## src/sv/lpe_pkg.sv

```systemverilog
`timescale 1ns / 1ps
// Shared types, constants and constant functions of the log-normal peak evaluator.
// Used by the configuration interface, the cell modules and the top level; depends on nothing.
package lpe_pkg;

  // Configuration register indexes
  localparam int CFG_IDX_W = 3;
  typedef enum logic [CFG_IDX_W-1:0] {
    REG_AMPLITUDE  = 3'd0,
    REG_CENTER     = 3'd1,
    REG_WIDTH      = 3'd2,
    REG_SHAPE      = 3'd3,
    REG_BACKGROUND = 3'd4
  } cfg_reg_t;

  // Reset values of the registers
  localparam logic [31:0] AMPLITUDE_RST  = 32'h0001_0000;
  localparam logic [31:0] CENTER_RST     = 32'h0000_0000;
  localparam logic [31:0] WIDTH_RST      = 32'h0001_0000;
  localparam logic [31:0] SHAPE_RST      = 32'h0100_0000;
  localparam logic [31:0] BACKGROUND_RST = 32'h0000_0000;
  localparam logic [31:0] SHAPE_ONE      = 32'h0100_0000;

  // Division cell: partial remainder and dividend/quotient shift word
  typedef struct packed {
    logic [35:0] rem;
    logic [63:0] nq;
  } div_st_t;

  // Normalise cell: word being left-aligned and position of its leading one
  typedef struct packed {
    logic [127:0] val;
    logic [6:0]   k;
  } norm_st_t;

  // Log2 squaring cell: Q.30 mantissa and fraction bits so far
  typedef struct packed {
    logic [30:0] m;
    logic [29:0] frac;
  } sq_st_t;

  // Power-of-two cell: Q.32 factor and the exponent fraction still to consume
  typedef struct packed {
    logic [32:0] g;
    logic [31:0] f;
  } exp_st_t;

  // Side data that travels with each transaction down the pipeline
  typedef struct packed {
    logic        dneg;
    logic [55:0] t;
    logic        cut;
    logic [6:0]  k;
    logic        big;
    logic [7:0]  n;
    logic        zero;
  } tag_t;

  // Integer square root, bit by bit
  function automatic logic [63:0] isqrt64(input logic [63:0] v);
    logic [63:0] rem;
    logic [63:0] res;
    logic [63:0] bitv;
    rem  = v;
    res  = '0;
    bitv = 64'h4000_0000_0000_0000;
    for (int i = 0; i < 32; i++) begin
      if (rem >= res + bitv) begin
        rem = rem - (res + bitv);
        res = (res >> 1) + bitv;
      end else begin
        res = res >> 1;
      end
      bitv = bitv >> 2;
    end
    return res;
  endfunction

  // Factor applied by power-of-two cell j (top fraction bit first)
  function automatic logic [31:0] exp_b(input int j);
    logic [63:0] b;
    b = 64'h0000_0000_8000_0000;
    for (int i = 0; i < j; i++) begin
      b = isqrt64(b << 32);
    end
    return b[31:0];
  endfunction

endpackage

```

## src/sv/lpe_sq_cell.sv

```systemverilog
`timescale 1ns / 1ps
// One log2 fraction bit by squaring the Q.30 mantissa.
// Depends on lpe_pkg for the cell state type.
module lpe_sq_cell (
  input  logic            clk,
  input  logic            en,
  input  lpe_pkg::sq_st_t st_in,
  output lpe_pkg::sq_st_t st_out
);

  logic [61:0] prod;
  logic [31:0] msq;

  assign prod = {31'd0, st_in.m} * {31'd0, st_in.m};
  assign msq  = prod[61:30];

  // Square; halve and emit a one when the mantissa reaches two
  always_ff @(posedge clk) begin
    if (en) begin
      st_out.m    <= msq[31] ? msq[31:1] : msq[30:0];
      st_out.frac <= {st_in.frac[28:0], msq[31]};
    end
  end

endmodule

```

## config.mk

```make
export PLATFORM = sky130hd
export DESIGN_NAME = lpe_sq_cell
export DESIGN_NICKNAME = d
export VERILOG_FILES = /design/src/sv/lpe_pkg.sv /design/src/sv/lpe_sq_cell.sv
export SDC_FILE = /design/constraint.sdc
export NUM_CORES = 2
export LEC_CHECK = 0
export ABC_AREA = 1
export BUFFER_PORTS_ARGS = -buffer_cell sky130_fd_sc_hd__buf_2
export CAP_MARGIN = 20
export CORE_ASPECT_RATIO = 2
export CORE_MARGIN = 5
export CORE_UTILIZATION = 55
export CTS_CLUSTER_DIAMETER = 60
export DETAILED_ROUTE_END_ITERATION = 7
export PLACE_DENSITY = 0.75
export SKIP_LAST_GASP = 1
export SLEW_MARGIN = 5
export SYNTH_ARGS = -nofsm -noshare
export SYNTH_HDL_FRONTEND = slang
export SYNTH_SLANG_ARGS = --single-unit
```

## constraint.sdc

```tcl
create_clock -name clk -period 12.86 [get_ports clk]
set_input_delay 0.643 -clock clk [delete_from_list [all_inputs] [get_ports clk]]
set_output_delay 0.643 -clock clk [all_outputs]
set_load 0.03 [all_outputs]
```

**Yosys cells after proc, flatten, opt, wreduce, memory -nomap -nowiden**

Index checks and enable logic that the tools add are counted.

- Register bits after elaboration: 61
- Input port bits: 63

- Multiply operators: 1
- Mux-type cells: 1

Operator list:

| operator | count |
|---|---|
| $mul A31 B31 Y62 | 1 |
| $mux W30 | 1 |

**Depth between registers and ports, before layout**

- Depth after elaboration: 2
- Depth in mapped cells: 34

**Worst setup path after synthesis**

No wires, ideal clock.

- Path type: input to register
- Start point: input st_in[55] (netlist name)
- End point: register st_out[53] (netlist name), data pin
- Library setup time: 0.252 ns
- Arrival: 6.913 ns
- Data required time: 12.608 ns
- Setup slack: 5.695 ns
- Stages on the path: 30
- Cell sequence: clkbuf_1 > clkbuf_1 > nand2_1 > fa_1 > fa_1 > inv_1 > fa_1 > inv_1 > fa_1 > inv_1 > fa_1 > fa_1 > fa_1 > inv_1 > fa_1 > inv_1 > ha_1 > nand2_1 > nand2_1 > a21oi_2 > nand2_1 > nand2_1 > nand2_1 > a21oi_2 > nand2_2 > nand2_1 > nand2_2 > buf_6 > nand2_1 > nand2_1

- Cells in the longest elaborated chain, start to end: 2

RTL lines:

| element | RTL line | RTL |
|---|---|---|
| from (decl) | lpe_sq_cell.sv:7 | `input lpe_pkg::sq_st_t st_in,` |
| $mul A31 B31 Y62 | lpe_sq_cell.sv:14 | `assign prod = {31'd0, st_in.m} * {31'd0, st_in.m};` |
| $mux W30 | lpe_sq_cell.sv:20 | `st_out.m <= msq[31] ? msq[31:1] : msq[30:0];` |
| to (decl) | lpe_sq_cell.sv:8 | `output lpe_pkg::sq_st_t st_out` |

No other way between the ends.
A chain may end at the register's enable or synchronous reset.

**Final worst setup path**

- Start point: input st_in[48] (netlist name)
- End point: register st_out[53] (netlist name), data pin

The elaborated chain is that of the path after synthesis.

==> flow_summary.yaml <==
detailed_routing:
  drcViolationCount: 0
  dr.pass1.iters: 5
  drtIter0Drc: 1076
  vias_per_cell: 5.07
  finalWirelength_um: 82800
  wl_per_cell_um: 17.6
  dr_total_vias: 23869
  ant_nets: 0
synthesis:
  yosys_warnings: 0
  syn_avg_cell_area_um2: 8.03
  syn-cell-area_mm2: 0.0314
  ys_seq_elements: 61
  synth_cell_type_count: 36
  synthesis.nets: 4988
  syn_inst: 3909
  seq_area_frac_synth: 0.0583
status:
  outcome: "complete, no violations"
clock_tree:
  numClockSinks: 61
  post_cts_buffers: 0
  clkTransAtPathRegs_ns: 0.06
  cts-root-buf: "clkbuf_16"
  cts_resized: 0
  cts_hold_buf: 0
  htree_num_levels: 3
  cts_tree: "built"
  cts_buffers: 9
  cts_buffer_depth: 2
die:
  core-area_mm2: 0.0569
  num_rows: 124
  die-height_um: 348
  fp.dieW_um: 179
  ioPinCount: 124
  initial_core_util: 0.551
  dieArea_mm2: 0.0622
timing:
  period_share: 0.616
  worstMarginPinSlew_ns: 1.00
  setup_viol: 0
  min_period_ns: 7.92
  max_clock_freq_ghz: 0.126
  fin_tns_setup_ns: 0
  hold_viol: 0
  maxSlewViolCount: 0
  slew_headroom: 0.332
  rsz0062_at_grt: "false"
grt:
  grt_max_degree: 62
  grt_usage: 0.281
  grt_pass1_wl_um: 134000
  grt_pass1_vias: 27443
  grt_overflow: 0
  antenna_found_initial: 0
cells_and_area:
  layout-drive-gt1-share: 0.0443
  nFillCells: 5150
  syn2layout_area_growth_pct: 4.68
  antennaDiodeCount: 0
  largest_register_ffs: 61
  final_common_cell: "inv_1"
  regMostFlops: "st_out"
  fin_util: 0.577
  layout_common_cells: "1,328 x inv_1, 1,043 x nand2_1, 747 x fa_1, 269 x ha_1, 122 x buf_2"
  finalNonFillerCells: 4707
  final_nets: 5025
  top_regs: "st_out x61"
critical_path:
  crit_buf_inv: 6
  cpPeakStageDelay_ns: 0.73
  critPathCaptureType: "flop"
  path_max_fanout: 31
  startpoint_type: "input pin"
  crit_required_ns: 12.94
  crit_top_cell: "nand2_1"
  cp_top_family: "adder cells"
  critical_path_arrival_ns: 8.00
  critical_path_class: "in2reg"
  cpMaxStageDelayCell: "buf_2"
place:
  port_buffers: 122
  dp_hpwl_um: 70400
  dp_cells: 4691
  place_congestion: 0.996
min_path:
  hold_class: "in2reg"
  hold_start: "st_in[27]"
  min_to: "st_out[28]"
  holdPathStages: 1
job:
  maxCapViolCount: 0
## per-layer routing
| metal | GRT usage | wire [µm] |
|---|---|---|
| met5 | 0 | 0 |
| met4 | 0.225 | 8680 |
| met3 | 0.0246 | 2750 |
| met2 | 0.548 | 46900 |
| met1 | 0.254 | 24400 |
## synthesized netlist by cell type (all sizes together)
cell type	count	area [µm²]
edfxtp	61	1830
xnor2	10	87.6
o21bai	12	90.1
and2	4	27.5
a21oi	54	278
nor3	8	45.0
clkbuf	83	312
or2	4	25.0
o21a	1	7.51
nor2	116	465
and3	2	12.5
a21o	2	15.0
ha	269	3370
a21boi	1	7.51
nand3b	3	22.5
nand4	16	100
o21ai	17	85.1
nand3	67	335
buf	18	114
nor4	6	37.5
a31o	2	17.5
xor2	21	184
fa	747	15000
inv	1333	5000
nand2	1052	3970
## cells by family (layout without fill, tap and decap cells)
| group | Yosys count | after routing | synth area share |
|---|---|---|---|
| fa+ha+maj | 1016 | 1016 | 0.584 |
| flops | 61 | 61 | 0.0583 |
| simple gates | 1278 | 1278 | 0.161 |
| buf+inv | 1434 | 1476 | 0.173 |
| xor+xnor | 31 | 31 | 0.00865 |
| compound gates | 89 | 89 | 0.0159 |
## final cells by class
type / count / area, µm² / area share
multi-input combinational: 2414 / 24100 / 0.734
inverter: 1333 / 5000 / 0.152
sequential: 61 / 1830 / 0.0557
tap: 756 / 946 / 0.0288
timing repair buffer: 127 / 648 / 0.0197
clock buffer: 9 / 225 / 0.00685
clock inverter: 7 / 75.1 / 0.00228
## stage by stage
step / hold slack [ns] / worst slack (ns) / area (µm²)
floorplan: 0.742 / 5.69 / 31400
global placement: 0.819 / 4.67 / 32600
detailed placement: 0.821 / 4.63 / 32600
CTS: 0.474 / 4.96 / 32900
global route: 0.475 / 4.57 / 32900
finish: 0.483 / 4.94 / 32900
## worst max path at each step
stage / slack [ns] / from / cells past startpoint / to
after global routing: 4.57 / st_in[45] / 28 / st_out[43]
after global placement: 4.67 / st_in[48] / 26 / st_out[60]
final: 4.94 / st_in[48] / 28 / st_out[53]
after floorplan: 5.69 / st_in[55] / 30 / st_out[53]
after detailed placement: 4.63 / st_in[48] / 28 / st_out[53]
after CTS: 4.96 / st_in[48] / 28 / st_out[53]
Power is not shown: default switching activity piles up to over one toggle a cycle in this logic, so the estimate is an artifact.
