`src/sv/lpe_pkg.sv`:
```
`timescale 1ns / 1ps
// Shared types, constants and constant functions of the log-normal peak evaluator.
// Used by the configuration interface, the cell modules and the top level; depends on nothing.
package lpe_pkg;

  // Configuration register indexes
  localparam int CFG_IDX_W = 3;
  typedef enum logic [CFG_IDX_W-1:0] {
    REG_AMPLITUDE  = 3'd0,
    REG_CENTER     = 3'd1,
    REG_WIDTH      = 3'd2,
    REG_SHAPE      = 3'd3,
    REG_BACKGROUND = 3'd4
  } cfg_reg_t;

  // Reset values of the registers
  localparam logic [31:0] AMPLITUDE_RST  = 32'h0001_0000;
  localparam logic [31:0] CENTER_RST     = 32'h0000_0000;
  localparam logic [31:0] WIDTH_RST      = 32'h0001_0000;
  localparam logic [31:0] SHAPE_RST      = 32'h0100_0000;
  localparam logic [31:0] BACKGROUND_RST = 32'h0000_0000;
  localparam logic [31:0] SHAPE_ONE      = 32'h0100_0000;

  // Division cell: partial remainder and dividend/quotient shift word
  typedef struct packed {
    logic [35:0] rem;
    logic [63:0] nq;
  } div_st_t;

  // Normalise cell: word being left-aligned and position of its leading one
  typedef struct packed {
    logic [127:0] val;
    logic [6:0]   k;
  } norm_st_t;

  // Log2 squaring cell: Q.30 mantissa and fraction bits so far
  typedef struct packed {
    logic [30:0] m;
    logic [29:0] frac;
  } sq_st_t;

  // Power-of-two cell: Q.32 factor and the exponent fraction still to consume
  typedef struct packed {
    logic [32:0] g;
    logic [31:0] f;
  } exp_st_t;

  // Side data that travels with each transaction down the pipeline
  typedef struct packed {
    logic        dneg;
    logic [55:0] t;
    logic        cut;
    logic [6:0]  k;
    logic        big;
    logic [7:0]  n;
    logic        zero;
  } tag_t;

  // Integer square root, bit by bit
  function automatic logic [63:0] isqrt64(input logic [63:0] v);
    logic [63:0] rem;
    logic [63:0] res;
    logic [63:0] bitv;
    rem  = v;
    res  = '0;
    bitv = 64'h4000_0000_0000_0000;
    for (int i = 0; i < 32; i++) begin
      if (rem >= res + bitv) begin
        rem = rem - (res + bitv);
        res = (res >> 1) + bitv;
      end else begin
        res = res >> 1;
      end
      bitv = bitv >> 2;
    end
    return res;
  endfunction

  // Factor applied by power-of-two cell j (top fraction bit first)
  function automatic logic [31:0] exp_b(input int j);
    logic [63:0] b;
    b = 64'h0000_0000_8000_0000;
    for (int i = 0; i < j; i++) begin
      b = isqrt64(b << 32);
    end
    return b[31:0];
  endfunction

endpackage

```
`src/sv/lpe_exp_cell.sv`:
```
`timescale 1ns / 1ps
// One exponent fraction bit of 2^-q: scale the Q.32 factor when the top bit is set.
// Depends on lpe_pkg for the cell state type.
module lpe_exp_cell (
  input  logic             clk,
  input  logic             en,
  input  logic [31:0]      fac,
  input  lpe_pkg::exp_st_t st_in,
  output lpe_pkg::exp_st_t st_out
);

  logic [64:0] prod;

  assign prod = {32'd0, st_in.g} * {33'd0, fac};

  // Apply this bit's factor and move to the next bit
  always_ff @(posedge clk) begin
    if (en) begin
      st_out.g <= st_in.f[31] ? prod[64:32] : st_in.g;
      st_out.f <= {st_in.f[30:0], 1'b0};
    end
  end

endmodule

```
`config.mk`:
```
export PLATFORM = sky130hd
export DESIGN_NAME = lpe_exp_cell
export DESIGN_NICKNAME = d
export VERILOG_FILES = /design/src/sv/lpe_pkg.sv /design/src/sv/lpe_exp_cell.sv
export SDC_FILE = /design/constraint.sdc
export NUM_CORES = 2
export LEC_CHECK = 0
export BUFFER_PORTS_ARGS = -buffer_cell sky130_fd_sc_hd__buf_4
export CAP_MARGIN = 10
export CORE_MARGIN = 10
export CORE_UTILIZATION = 60
export CTS_CLUSTER_DIAMETER = 150
export DETAILED_ROUTE_END_ITERATION = 8
export GPL_TIMING_DRIVEN = 1
export PLACE_DENSITY = 0.78
export SYNTH_ARGS = -nofsm -noshare
export SYNTH_HDL_FRONTEND = slang
export SYNTH_SLANG_ARGS = --single-unit
```
`constraint.sdc`:
```
create_clock -name clk -period 14.3 [get_ports clk]
set_input_delay 2.86 -clock clk [delete_from_list [all_inputs] [get_ports clk]]
set_output_delay 2.86 -clock clk [all_outputs]
set_load 0.03 [all_outputs]
```
After elaboration in Yosys (flattened, before gate mapping)
Cells that the tools add are included.

Output and inout bits: 65. Register bits: 64. Input bits: 99. Logic and storage cells: 4.

Multipliers: 1. Mux-type cells: 1.

Operators by type and width (count): multiplier 33 x 32 -> 65 bit (1); 2-to-1 mux 33 bit (1).

Logic depth before layout (Yosys ltp)
Word-level depth: 2. Depth in mapped cells: 27. Mapped depth without buffers: 25.

Worst setup path before layout
No wires, ideal clock.

Path type: input -> register. From: in fac[8]. To: reg st_out[55] (netlist name), data pin. Path slack: 4.790 ns. Data arrival time: 9.250 ns. Setup time: 0.260 ns. Stages: 26. Cell sequence: clkbuf_1 nand2_1 fa_1 inv_1 fa_1 fa_1 inv_1 fa_1 inv_1 fa_1 fa_1 fa_1 inv_1 fa_1 inv_1 ha_1 clkbuf_1 a21oi_1 o21ai_0 a21oi_1 o221ai_1 a31oi_1 nand2_1 a41o_1 xor2_1 mux2_2.

Longest elaborated chain between the ends: 2.

RTL lines: from (decl) (line lpe_exp_cell.sv:7) `input logic [31:0] fac,`; multiplier 33 x 32 -> 65 bit (line lpe_exp_cell.sv:14) `assign prod = {32'd0, st_in.g} * {33'd0, fac};`; 2-to-1 mux 33 bit (line lpe_exp_cell.sv:19) `st_out.g <= st_in.f[31] ? prod[64:32] : st_in.g;`; to (decl) (line lpe_exp_cell.sv:9) `output lpe_pkg::exp_st_t st_out`.

Every way passes these cells. A chain may end at the register's enable or synchronous reset.

Worst setup path in the final report
From: in st_in[48] (netlist name). To: reg st_out[50] (netlist name), data pin.

Longest elaborated chain between the ends: 2.

RTL lines: from (decl) (line lpe_exp_cell.sv:8) `input lpe_pkg::exp_st_t st_in,`; multiplier 33 x 32 -> 65 bit (line lpe_exp_cell.sv:14); 2-to-1 mux 33 bit (line lpe_exp_cell.sv:19).

Every way passes these cells.

==> out/results.txt <==
status -> finished, final reports clean
Hold-fix buffers, CTS -> 0
Avg Cell Area, Syn -> 9.212 um^2
Area Overhead vs Synth -> 4.599%
critical setup path kind -> primary input to flop
Post-synth EDFFs -> 64
die width -> 265.2 um
hold path start -> st_in[12]
Final ANT Viol Nets -> 0
DP Worst Slack -> 3.930 ns
DIE AREA -> 70330 um^2
WP data required -> 14.37 ns
Num CTS Buffers -> 9
per-cell routed wire length -> 20.15 um
# IOs -> 164
Synth area leaders -> fa_1 (51%), inv_1 (9.7%), ha_1 (9.1%)
Top FF cell, synth -> edfxtp_1
Yosys top cell by area -> fa_1
Critical Path Sink Type -> flop
total track usage -> 27.91%
max FFs per register -> 64
die height -> 265.2 um
Core Area -> 59240 um^2
dpl hpwl -> 74090 um
most numerous cell in the Yosys netlist -> inv_1
largest fanout on the critical path -> 33
Register Area -> 1922 um^2
commonest cells in the netlist -> inv_1 (936), fa_1 (925), nand2_1 (637), and2_1 (482), ha_1 (261)
Crit path top cell by count -> fa_1
Setup Buffers After CTS -> 0
clock tree buffer depth -> 2
layout cells sized above 1 -> 5.493%
hold slack -> 2.705 ns
fillers -> 4908
RSZ-0062 raised after global routing -> no
Row Count -> 89
root buffer cell -> clkbuf_16
worst-margin pin slew -> 0.8189 ns
Reg clk slew, reported paths -> 0.06 ns
Largest regs -> st_out (64)
register area share after synthesis -> 5.327%
FMAX -> 99.10 MHz
vias in the first global route -> 29743
IO Port Bufs -> 162
largest net degree at the start of global routing -> 65
Final Hold Viols -> 0
Ys Warns -> 0
slowest CP cell -> fa_1
hold path depth -> 1
nets -> 5158
CP arrival -> 10.16 ns
max_slew headroom -> 45.41%
Initial Utilization -> 60.89%
HP Class -> primary input to flop
largest stage delay on the critical path -> 0.62 ns
Fin Setup TNS -> 0 ns
DR pass1 iterations -> 7
vias post-DR -> 26431
period utilisation layout -> 70.56%
asr flop ratio synth -> 0%
Largest Register -> st_out
Netlist cell types -> 68
H-tree levels -> 3
Multi-input gate area -> 29820 um^2
min setup slack post-route -> 4.210 ns
Max Cap Violations -> 0
CTS tree -> built
final setup fails -> 0
global route overflow -> 0
Synth top area share -> 51.33%
worst hold endpoint -> st_out[13]
global-route wire length before repair -> 156500 um
Slew Viols, Final -> 0
Cell Chain, Critical Path -> buf_4 > nand2_1 > fa_1 > fa_1 > fa_1 > fa_1 > inv_1 > fa_1 > fa_1 > fa_1 > fa_1 > ha_1 > and4_1 > and3_1 > nand3_1 > a211oi_1 > o2111ai_2 > nand3_4 > a21oi_4 > o2111a_1 > a311o_1
crit path time final -> 10.09 ns
initial detailed-routing violation count -> 1866
# DRC -> 0
CTS sink cnt -> 64
register bit total from synthesis -> 64
wirelength, routed -> 93740 um
post-CTS resize count -> 0
Mapped Nets -> 5201
synthesized area -> 36070 um^2
vias per inst -> 5.682
GP Congestion -> 0.9695
cells after synthesis -> 3916
Worst setup SP type -> primary input
initial antenna violation count -> 3
-- cell type report --
type / instances / share of cell area [%]
timing repair buffer: 162 / 3.223
sequential: 64 / 5.093
antenna: 1 / 0.006632
multi-input combinational: 2700 / 79.04
clock inverter: 6 / 0.1558
inverter: 936 / 9.311
tap: 773 / 2.563
clock buffer: 10 / 0.6068
-- metrics by stage --
stage / std cells / utilization [%] / instance area [um^2]
2_1_floorplan: 3916 / - / 36070
4_1_cts: 4651 / 63.69 / 37730
5_1_grt: 4651 / 63.69 / 37730
3_3_place_gp: 4635 / 63.20 / 37440
6_report: 4652 / 63.69 / 37730
3_5_place_dp: 4635 / 63.20 / 37440
-- routing by layer --
layer / GRT usage [%] / part of all wire (%) / wire length [um] / up-vias
met4: 10.33 / 4.2 / 3952 / 4
met3: 4.724 / 8.2 / 7658 / 266
met2: 48.03 / 50 / 46950 / 1199
li1: - / - / - / 11299
met1: 35.05 / 38 / 35160 / 13663
met5: 0 / 0.029 / 27 / -
-- how the worst max path moves through the flow --
stage                   start    endpoint  slack, ns  cells past startpoint
detailed placement  st_in[48]  st_out[50]       3.93                     21
finish              st_in[48]  st_out[50]       4.21                     21
CTS                 st_in[48]  st_out[50]       4.24                     21
global route        st_in[48]  st_out[50]       3.92                     21
global placement    st_in[48]  st_out[50]       3.96                     21
floorplan              fac[8]  st_out[55]       4.79                     26
-- worst max-delay path: cells and delay by family --
family | cells | cell delay, ns
compound gates | 5 | 1.37
fa+ha+maj | 9 | 4.45
buf+inv | 2 | 0.50
simple gates | 5 | 0.94
-- cell families (layout without fill, tap and decap cells) --
kind of cell / Yosys count / in the layout / synth area share, %
xor gates and xnor gates: 32 / 32 / 0.7769
adders and majority gates: 1186 / 1186 / 60.38
AOI/OAI and AO/OA: 231 / 231 / 4.138
muxes: 25 / 25 / 0.7873
buffers and inverters: 1152 / 1114 / 12.00
other: 1 / 2 / 0.01040
DFF: 64 / 64 / 5.327
and+or+nand+nor: 1225 / 1225 / 16.58
-- placed cells by master (no fill, tap or decap), types with 3 or more instances in the layout --
cell / count
a211oi_1: 6
a21boi_0: 5
a21o_1: 17
a21o_2: 3
a21oi_1: 84
a31oi_1: 6
and2_1: 482
and3_1: 6
buf_4: 162
clkbuf_16: 9
edfxtp_1: 64
fa_1: 925
ha_1: 261
inv_1: 936
mux2_2: 23
nand2_1: 637
nand3_1: 9
nand4_1: 20
nor2_1: 36
nor2b_1: 5
nor3_1: 11
o2111ai_1: 3
o211ai_1: 8
o21a_1: 8
o21ai_0: 38
o21bai_1: 14
o221ai_1: 3
o31ai_1: 5
or4_1: 5
xnor2_1: 25
xor2_1: 7
Power is left out: the tool's default activity adds up to more than one toggle a clock period on the data nets, which glitch-free logic cannot reach.
