### config.mk
export PLATFORM = sky130hd
export DESIGN_NAME = lpe_div_cell
export DESIGN_NICKNAME = d
export VERILOG_FILES = /design/src/sv/lpe_pkg.sv /design/src/sv/lpe_div_cell.sv
export SDC_FILE = /design/constraint.sdc
export NUM_CORES = 1
export LEC_CHECK = 0
export ABC_AREA = 1
export BUFFER_PORTS_ARGS = -buffer_cell sky130_fd_sc_hd__buf_4
export CAP_MARGIN = 40
export CORE_MARGIN = 3
export CORE_UTILIZATION = 45
export DETAILED_ROUTE_END_ITERATION = 8
export PLACE_DENSITY_LB_ADDON = 0.05
export SLEW_MARGIN = 20
export SYNTH_ARGS = -nofsm -noshare
export SYNTH_HDL_FRONTEND = slang
export SYNTH_SLANG_ARGS = --single-unit
### constraint.sdc
create_clock -name clk -period 1.9 [get_ports clk]
set_input_delay 0.19 -clock clk [delete_from_list [all_inputs] [get_ports clk]]
set_output_delay 0.19 -clock clk [all_outputs]
set_load 0.01 [all_outputs]
### src/sv/lpe_pkg.sv
`timescale 1ns / 1ps
// Shared types, constants and constant functions of the log-normal peak evaluator.
// Used by the configuration interface, the cell modules and the top level; depends on nothing.
package lpe_pkg;

  // Configuration register indexes
  localparam int CFG_IDX_W = 3;
  typedef enum logic [CFG_IDX_W-1:0] {
    REG_AMPLITUDE  = 3'd0,
    REG_CENTER     = 3'd1,
    REG_WIDTH      = 3'd2,
    REG_SHAPE      = 3'd3,
    REG_BACKGROUND = 3'd4
  } cfg_reg_t;

  // Reset values of the registers
  localparam logic [31:0] AMPLITUDE_RST  = 32'h0001_0000;
  localparam logic [31:0] CENTER_RST     = 32'h0000_0000;
  localparam logic [31:0] WIDTH_RST      = 32'h0001_0000;
  localparam logic [31:0] SHAPE_RST      = 32'h0100_0000;
  localparam logic [31:0] BACKGROUND_RST = 32'h0000_0000;
  localparam logic [31:0] SHAPE_ONE      = 32'h0100_0000;

  // Division cell: partial remainder and dividend/quotient shift word
  typedef struct packed {
    logic [35:0] rem;
    logic [63:0] nq;
  } div_st_t;

  // Normalise cell: word being left-aligned and position of its leading one
  typedef struct packed {
    logic [127:0] val;
    logic [6:0]   k;
  } norm_st_t;

  // Log2 squaring cell: Q.30 mantissa and fraction bits so far
  typedef struct packed {
    logic [30:0] m;
    logic [29:0] frac;
  } sq_st_t;

  // Power-of-two cell: Q.32 factor and the exponent fraction still to consume
  typedef struct packed {
    logic [32:0] g;
    logic [31:0] f;
  } exp_st_t;

  // Side data that travels with each transaction down the pipeline
  typedef struct packed {
    logic        dneg;
    logic [55:0] t;
    logic        cut;
    logic [6:0]  k;
    logic        big;
    logic [7:0]  n;
    logic        zero;
  } tag_t;

  // Integer square root, bit by bit
  function automatic logic [63:0] isqrt64(input logic [63:0] v);
    logic [63:0] rem;
    logic [63:0] res;
    logic [63:0] bitv;
    rem  = v;
    res  = '0;
    bitv = 64'h4000_0000_0000_0000;
    for (int i = 0; i < 32; i++) begin
      if (rem >= res + bitv) begin
        rem = rem - (res + bitv);
        res = (res >> 1) + bitv;
      end else begin
        res = res >> 1;
      end
      bitv = bitv >> 2;
    end
    return res;
  endfunction

  // Factor applied by power-of-two cell j (top fraction bit first)
  function automatic logic [31:0] exp_b(input int j);
    logic [63:0] b;
    b = 64'h0000_0000_8000_0000;
    for (int i = 0; i < j; i++) begin
      b = isqrt64(b << 32);
    end
    return b[31:0];
  endfunction

endpackage

### src/sv/lpe_div_cell.sv
`timescale 1ns / 1ps
// One restoring-division step: shifts in the next dividend bit, yields one quotient bit.
// Depends on lpe_pkg for the cell state type.
module lpe_div_cell (
  input  logic             clk,
  input  logic             en,
  input  logic [35:0]      divisor,
  input  lpe_pkg::div_st_t st_in,
  output lpe_pkg::div_st_t st_out
);

  logic [36:0] trial;
  logic [36:0] diff;
  logic        ge;

  // Trial subtract of the divisor from the widened remainder
  assign trial = {st_in.rem, st_in.nq[63]};
  assign diff  = trial - {1'b0, divisor};
  assign ge    = trial >= {1'b0, divisor};

  // Advance remainder and quotient
  always_ff @(posedge clk) begin
    if (en) begin
      st_out.rem <= ge ? diff[35:0] : trial[35:0];
      st_out.nq  <= {st_in.nq[62:0], ge};
    end
  end

endmodule

-- Word-level counts from Yosys, hierarchy flattened
Cells that the tools add are included.
- $add $sub $neg: 1
- $lt $le $gt $ge: 1
- mux-type cells: 1
- operators by type and width (kind ; count):
    >= comparator 37 x 36 -> 1 bit ; 1
    2-to-1 mux 36 bit ; 1
    subtractor 36 bit ; 1
- register bits after elaboration: 100
- bits of input ports: 138

-- Logic depth before layout (Yosys ltp)
Gate-level depths: netlist of the first run.
- word-level depth: 2
- mapped depth: 16
- depth with buffers taken out: 15

-- Worst setup path before layout of the first run
Ideal clock, no wire load.
- path kind: input to register
- start point: input port st_in[63] (netlist bit)
- end point: register st_out[94] (netlist bit) (data pin)
- setup time: 0.253 ns
- data arrival time: 1.621 ns
- path slack: 0.026 ns
- cell stages on the path: 15
- path buffers: 0
- path through: inv_1 -> ha_1 -> fa_1 -> inv_1 -> nand2_1 -> nand3_1 -> nand2_1 -> nand2_1 -> nand2_1 -> nand2_1 -> nand2_1 -> nand2_1 -> nand2_1 -> nand3_1 -> nand2_1
- cells in the longest elaborated chain, start to end: 2
- elaborated cells on any way between the ends: 3
- those cells by class: add/sub (1); order compare (1); mux (1)
- RTL lines (element ; line ; text):
    from (decl) ; lpe_div_cell.sv:8 ; input lpe_pkg::div_st_t st_in,
    subtractor 36 bit or >= comparator 37 x 36 -> 1 bit (tied branches) ; lpe_div_cell.sv:18, lpe_div_cell.sv:19 ;
    2-to-1 mux 36 bit (*) ; lpe_div_cell.sv:24 ; st_out.rem <= ge ? diff[35:0] : trial[35:0];
    to (decl) ; lpe_div_cell.sv:9 ; output lpe_pkg::div_st_t st_out
Every way passes the cells marked *; elsewhere a longest branch is shown, timed or not.
A chain may end at the register's enable or synchronous reset.

-- Final worst setup path of the first run
- start point: input port divisor[5]
- end point: register st_out[76] (netlist bit) (data pin)
- cells in the longest elaborated chain, start to end: 2
- elaborated cells on any way between the ends: 3
- those cells by class: add/sub (1); order compare (1); mux (1)
- RTL lines (element ; line ; text):
    from (decl) ; lpe_div_cell.sv:7 ; input logic [35:0] divisor,
    subtractor 36 bit or >= comparator 37 x 36 -> 1 bit (tied branches) ; lpe_div_cell.sv:18, lpe_div_cell.sv:19 ;
    2-to-1 mux 36 bit (*) ; lpe_div_cell.sv:24 ;
Marks and branches as above.

==> results of run 1 <==
==> per-stage QoR <==
step / setup WS (ns) / utilization / instance area, um^2 / cells
CTS: 0.0494 / 0.730 / 9900 / 1369
global route: -0.00823 / 0.751 / 10200 / 1385
detailed placement: -0.339 / 0.698 / 9460 / 1339
global placement: -0.299 / 0.698 / 9460 / 1339
floorplan: 0.0260 / - / 6400 / 799
finish: 0.0502 / 0.751 / 10200 / 1386
==> what timing repair did <==
item / in CTS / in global routing
hold buffers: 14 / 15
endpoints found under the setup margin: 0 / 29
setup buffers: 0 / 1
endpoints found under the hold margin: 14 / 15
gates resized for setup: 0 / 24
==> power by group through the flow <==
stage | clock network (mW) | registers [mW] | logic (mW)
2_1_floorplan | 0 | 2.95 | 0.839
3_3_place_gp | 0 | 2.82 | 2.18
3_5_place_dp | 0 | 2.83 | 2.21
4_1_cts | 1.95 | 2.79 | 2.24
5_1_grt | 2.09 | 2.82 | 2.55
6_report | 1.97 | 2.80 | 2.32
==> cell usage in the layout (no fill, tap or decap), types with 9 or more instances in the layout <==
cell type / netlist / layout
dlygate4sd3_1: 0 / 29
clkbuf_16: 0 / 9
inv_1: 137 / 137
nor2_1: 59 / 53
edfxtp_1: 100 / 100
nand2_1: 273 / 269
nand3_1: 81 / 79
a21oi_1: 25 / 23
buf_12: 0 / 9
nand3b_1: 9 / 9
ha_1: 36 / 31
buf_4: 0 / 366
nand2_2: 6 / 9
xor2_1: 17 / 17
nor2_2: 5 / 9
==> area by class of cell <==
type,count,area share
Antenna cell,1,0.000246
Clock buffer,10,0.0225
Clock inverter,6,0.00700
Inverter,140,0.0516
Multi-Input combinational cell,549,0.286
Sequential cell,100,0.295
Tap cell,176,0.0216
Timing Repair Buffer,404,0.316
==> per-layer routing <==
layer / vias to the layer above / track usage / share of wire
met4: 0 / 0.0759 / 0.020
met2: 232 / 0.477 / 0.50
met3: 31 / 0.0512 / 0.053
met1: 3019 / 0.338 / 0.42
met5: - / 0 / 0
li1: 3380 / - / -
==> logic make-up (layout without fill, tap and decap cells) <==
family	count (synthesis)	in the layout	synth area share
simple gates	453	453	0.302
buf+inv	150	560	0.0948
flops	100	100	0.469
compound gates	41	41	0.0362
fa+ha+maj	37	37	0.0735
xor+xnor	18	18	0.0246
other cells	0	1	0
==> worst paths after layout <==
| path | startpoint | endpoint | cells after the start |
|---|---|---|---|
| worst max-delay path | divisor[5] | st_out[76] | 12 |
| worst min-delay path | st_in[40] | st_out[41] | 1 |
==> impl_metrics.py, run 1 <==
metrics = {
    "yosys": {
        "synth-edff-count": 100,
        "synth.avg_cell_area_um2": 8.01,
        "yosysMostFrequentCell": "nand2_1",
        "synth_ff_type": "edfxtp_1",
        "synthArstFlopShare": 0,
        "synth_cell_types": 30,
        "synth_cells": 799,
        "ys_seq_area_frac": 0.469,
        "synth_nets": 974,
        "ys_warn_count": 0,
        "netlist.area_leader.share": 0.469,
        "synth_area_um2": 6400,
        "synth_top_cell_by_area": "edfxtp_1",
        "ys_seq_elements": 100,
        "synth_common_cells": "273 x nand2_1, 137 x inv_1, 100 x edfxtp_1",
        "synth_area_leaders": "edfxtp_1 47%, nand2_1 16%, inv_1 8.0%",
    },
    "worst_setup_path": {
        "path_buf_inv": 4,
        "worstPathMaxFanout": 4,
        "path_common_cell": "buf_4",
        "critPathMaxStageDelay_ns": 0.33,
        "required_ns": 2.02,
        "crit_slowest_cell": "ha_1",
        "crit_chain": "buf_4 > inv_1 > ha_1 > a21oi_1 > nor2_1 > o21ai_0 > buf_4 > nand3_1 > buf_4 > xor2_1 > nand2_1 > nand2_1",
        "crit_type": "in -> reg",
        "arrival_ns": 1.97,
        "crit_family": "compound AO/OA/AOI/OAI gates",
        "cp-end-kind": "register",
        "startpoint_type": "primary input",
    },
    "power": {
        "peakVddDrop_v": 0.000446,
        "power.share.combinational": 0.327,
        "p_per_area_nw_per_um2": 696,
        "finalPower_mw": 7.09,
        "p_switching_mw": 2.16,
        "power.share.clock": 0.278,
        "leakagePower_nw": 5.27,
        "internal_power_mw": 4.94,
        "switching_share": 0.304,
        "p_seq_frac": 0.394,
    },
    "timing": {
        "slew_headroom": 0.730,
        "slew_violations": 0,
        "hold_ws_ns": -0.00303,
        "worst_slew_pin_slew_ns": 0.405,
        "hold_viol_final": 4,
        "finalCritPeriodShare": 0.974,
        "setup_tns_ns": 0,
        "setup_viol": 0,
        "fin_crit_ns": 1.85,
        "max_freq_mhz": 541,
    },
    "grt": {
        "grt_max_degree": 46,
        "track_usage": 0.270,
        "grt_pass1_wl_mm": 33.2,
        "grt_overflow": 0,
        "antenna_found_initial": 0,
        "grt_pass1_vias": 6345,
    },
    "layout": {
        "top_register": "st_out",
        "largest_reg_flops": 100,
        "drive_gt1_frac": 0.356,
        "syn_to_final_growth_pct": 59.1,
        "fin_nets": 1379,
        "multi_input_area_um2": 2920,
        "fillCellCount": 1064,
        "reg_top3": "st_out (100)",
        "seqCellArea_um2": 3000,
    },
    "placement": {
        "gp_congestion": 0.918,
        "io_buffers": 237,
        "hpwl_mm": 16.7,
    },
    "clock_network": {
        "cts_buffer_depth": 2,
        "clkTransAtPathRegs_ns": 0.08,
        "cts_buffers": 9,
        "cts_tree": "done",
        "cts.sinks": 100,
        "ctsRootBufferMaster": "clkbuf_16",
        "htreeDepth": 3,
    },
    "route": {
        "firstDrtPassIters": 5,
        "vias": 6662,
        "detail-route-antenna-nets": 0,
        "vias_per_cell": 4.81,
        "avgRoutedWirePerCell_um": 16.3,
        "wl_mm": 22.6,
        "drtIter0Drc": 475,
        "drc": 0,
    },
    "run": {
        "drv_cap": 0,
    },
    "floorplanning": {
        "ioPinCount": 238,
        "rows": 42,
        "die_area_um2": 15700,
        "dieWidth_um": 125,
        "start_util": 0.472,
        "die_h_um": 125,
        "coreArea_um2": 13600,
    },
    "hold_path": {
        "hp-class": "in -> reg",
    },
    "outcome": {
        "outcome": "finished, violations left",
        "violations": "hold timing",
    },
}
(Power assumes the default switching activity.)
==> run 2: changes to the inputs <==
- CELL_PAD_IN_SITES_DETAIL_PLACEMENT: default -> 1
- CELL_PAD_IN_SITES_GLOBAL_PLACEMENT: default -> 1
- CORE_UTILIZATION: 45 -> 32
==> run 2 against run 1 <==
Effect of this change: the run now ends clean; core utilization fell by 21 points; first-iteration DRC count decreased by 56%; routed wire length is 7.3% higher; combinational power is 5% higher; clock-buffer cell count shrank 1; final cell count is 7.5% higher; fmax grew 0.99%; power is 0.40% lower; sequential share of layout area shrank 0.96 points; die area grew 39%; flip-flop and latch count is the same; non-clock buffer count rose by 16; critical path type unchanged; largest power group unchanged; highest routed layer unchanged.
==> impl_metrics.py, run 2 (synthesis results as in run 1) <==
metrics = {
    "layout": {
        "antenna_cells": 0,
        "top_register": "st_out",
        "largest_reg_flops": 100,
        "mostFrequentLayoutCells": "378 x buf_4, 261 x nand2_1, 137 x inv_1",
        "instances_no_fill": 1490,
        "drive_gt1_frac": 0.380,
        "syn_to_final_growth_pct": 64.5,
        "fin_nets": 1395,
        "finalInstanceArea_um2": 10500,
        "reg_top3": "st_out (100)",
        "fillCellCount": 2400,
        "layout_commonest_cell": "buf_4",
        "fin_util": 0.539,
    },
    "timing": {
        "finalCritPeriodShare": 0.964,
        "layout_setup_ws_ns": 0.0683,
        "slew_violations": 0,
        "max_freq_mhz": 546,
        "worst_slew_pin_slew_ns": 0.484,
        "slew_headroom": 0.678,
        "rsz0062_at_grt": "yes",
        "hold_ws_ns": 0.00964,
        "hold_viol_final": 0,
        "setup_viol": 0,
        "fin_crit_ns": 1.83,
    },
    "placement": {
        "place_area_um2": 9670,
        "gp_congestion": 0.860,
        "hpwl_mm": 19.6,
        "io_buffers": 237,
        "dpl.cell_count": 1440,
        "place_ws_ns": -0.395,
    },
    "clock_network": {
        "cts_buffers": 9,
        "htreeDepth": 3,
        "cts_tree": "done",
        "clkTransAtPathRegs_ns": 0.08,
        "ctsRootBufferMaster": "clkbuf_16",
        "cts.sinks": 100,
        "cts_buffer_depth": 2,
    },
    "floorplanning": {
        "start_util": 0.328,
        "ioPinCount": 238,
        "rows": 51,
        "die_h_um": 147,
        "die_area_um2": 21700,
        "coreArea_um2": 19500,
        "dieWidth_um": 147,
    },
    "route": {
        "avgRoutedWirePerCell_um": 16.3,
        "vias_per_cell": 4.52,
        "detail-route-antenna-nets": 0,
        "firstDrtPassIters": 4,
        "drtIter0Drc": 210,
        "wl_mm": 24.3,
        "drc": 0,
        "vias": 6734,
    },
    "power": {
        "leakagePower_nw": 5.35,
        "peakVddDrop_v": 0.000447,
        "p_per_area_nw_per_um2": 671,
    },
    "grt": {
        "track_usage": 0.219,
        "grt_pass1_vias": 6935,
        "antenna_found_initial": 0,
        "grt_overflow": 0,
        "grt_max_degree": 34,
        "grt_pass1_wl_mm": 37.3,
    },
    "hold_path": {
        "hp-class": "in -> reg",
    },
    "worst_setup_path": {
        "arrival_ns": 1.96,
        "startpoint_type": "primary input",
        "worstPathMaxFanout": 3,
        "cp-end-kind": "register",
        "required_ns": 2.03,
        "crit_type": "in -> reg",
    },
    "run": {
        "drv_cap": 0,
    },
    "outcome": {
        "outcome": "completed",
    },
}
## run 2: changes by cell type in the layout (fill, tap and decap cells not counted), moves of 2 or more
cell / previous run / this run
ha_2: 0 / 3
a21oi_1: 23 / 20
nand2_1: 269 / 261
buf_4: 366 / 378
ha_4: 5 / 8
nand3_1: 79 / 77
nand3_2: 4 / 6
nor2_1: 53 / 51
a21oi_2: 3 / 6
ha_1: 31 / 25
nand2_2: 9 / 16
dlygate4sd3_1: 29 / 32
## run 2: final timing paths
check	start	end	slack (ns)	cells past startpoint
max	divisor[32]	st_out[98]	0.07	13
min	st_in[33]	st_out[34]	0.01	1
## run 2: metrics by stage
step           TNS (ns)  power (mW)
2_1_floorplan         0        3.79
3_3_place_gp     -11.73        5.10
3_5_place_dp     -12.79        5.15
4_1_cts               0        7.05
5_1_grt         -0.0218        7.49
6_report              0        7.07
## run 2: per-layer routing
| layer | wire, um | vias up | share of wire | global-route usage |
|---|---|---|---|---|
| met2 | 12100 | 178 | 0.50 | 0.390 |
| met4 | 375 | 0 | 0.015 | 0.0503 |
| li1 | - | 3413 | - | - |
| met5 | 0 | - | 0 | 0 |
| met3 | 1120 | 21 | 0.046 | 0.0389 |
| met1 | 10700 | 3122 | 0.44 | 0.277 |
## run 2: critical path, cell delays in order
cell	delay (ns)
buf_4	0.08
inv_1	0.03
ha_1	0.35
buf_4	0.17
nand2_1	0.12
buf_4	0.14
inv_1	0.04
a21boi_0	0.26
nand2_1	0.10
a21oi_1	0.23
nand3_1	0.11
nand3_1	0.09
nand2_1	0.05
## run 2: timing repair
item,CTS,global route
hold buffers,22,10
setup buffers,0,2
pin swaps,0,3
gates resized for setup,1,47
hold endpoints to repair,22,10
endpoints found under the setup margin,1,36
## run 2: cell type report
type                    instances  area, um^2  share of cell area
repair buffers                420        3360               0.319
multi-input cells             549        3020               0.287
flip-flops and latches        100        3000               0.285
inverters                     140         526              0.0499
well taps                     265         332              0.0315
clock buffers                   9         225              0.0214
clock inverters                 7        63.8             0.00606
## run 2: where the power goes
group | total, mW | switching (mW) | internal [mW]
Clock | 1.84 | 0.930 | 0.911
Combinational | 2.44 | 1.20 | 1.24
Sequential | 2.78 | 0.0706 | 2.71
Total | 7.07 | 2.20 | 4.87
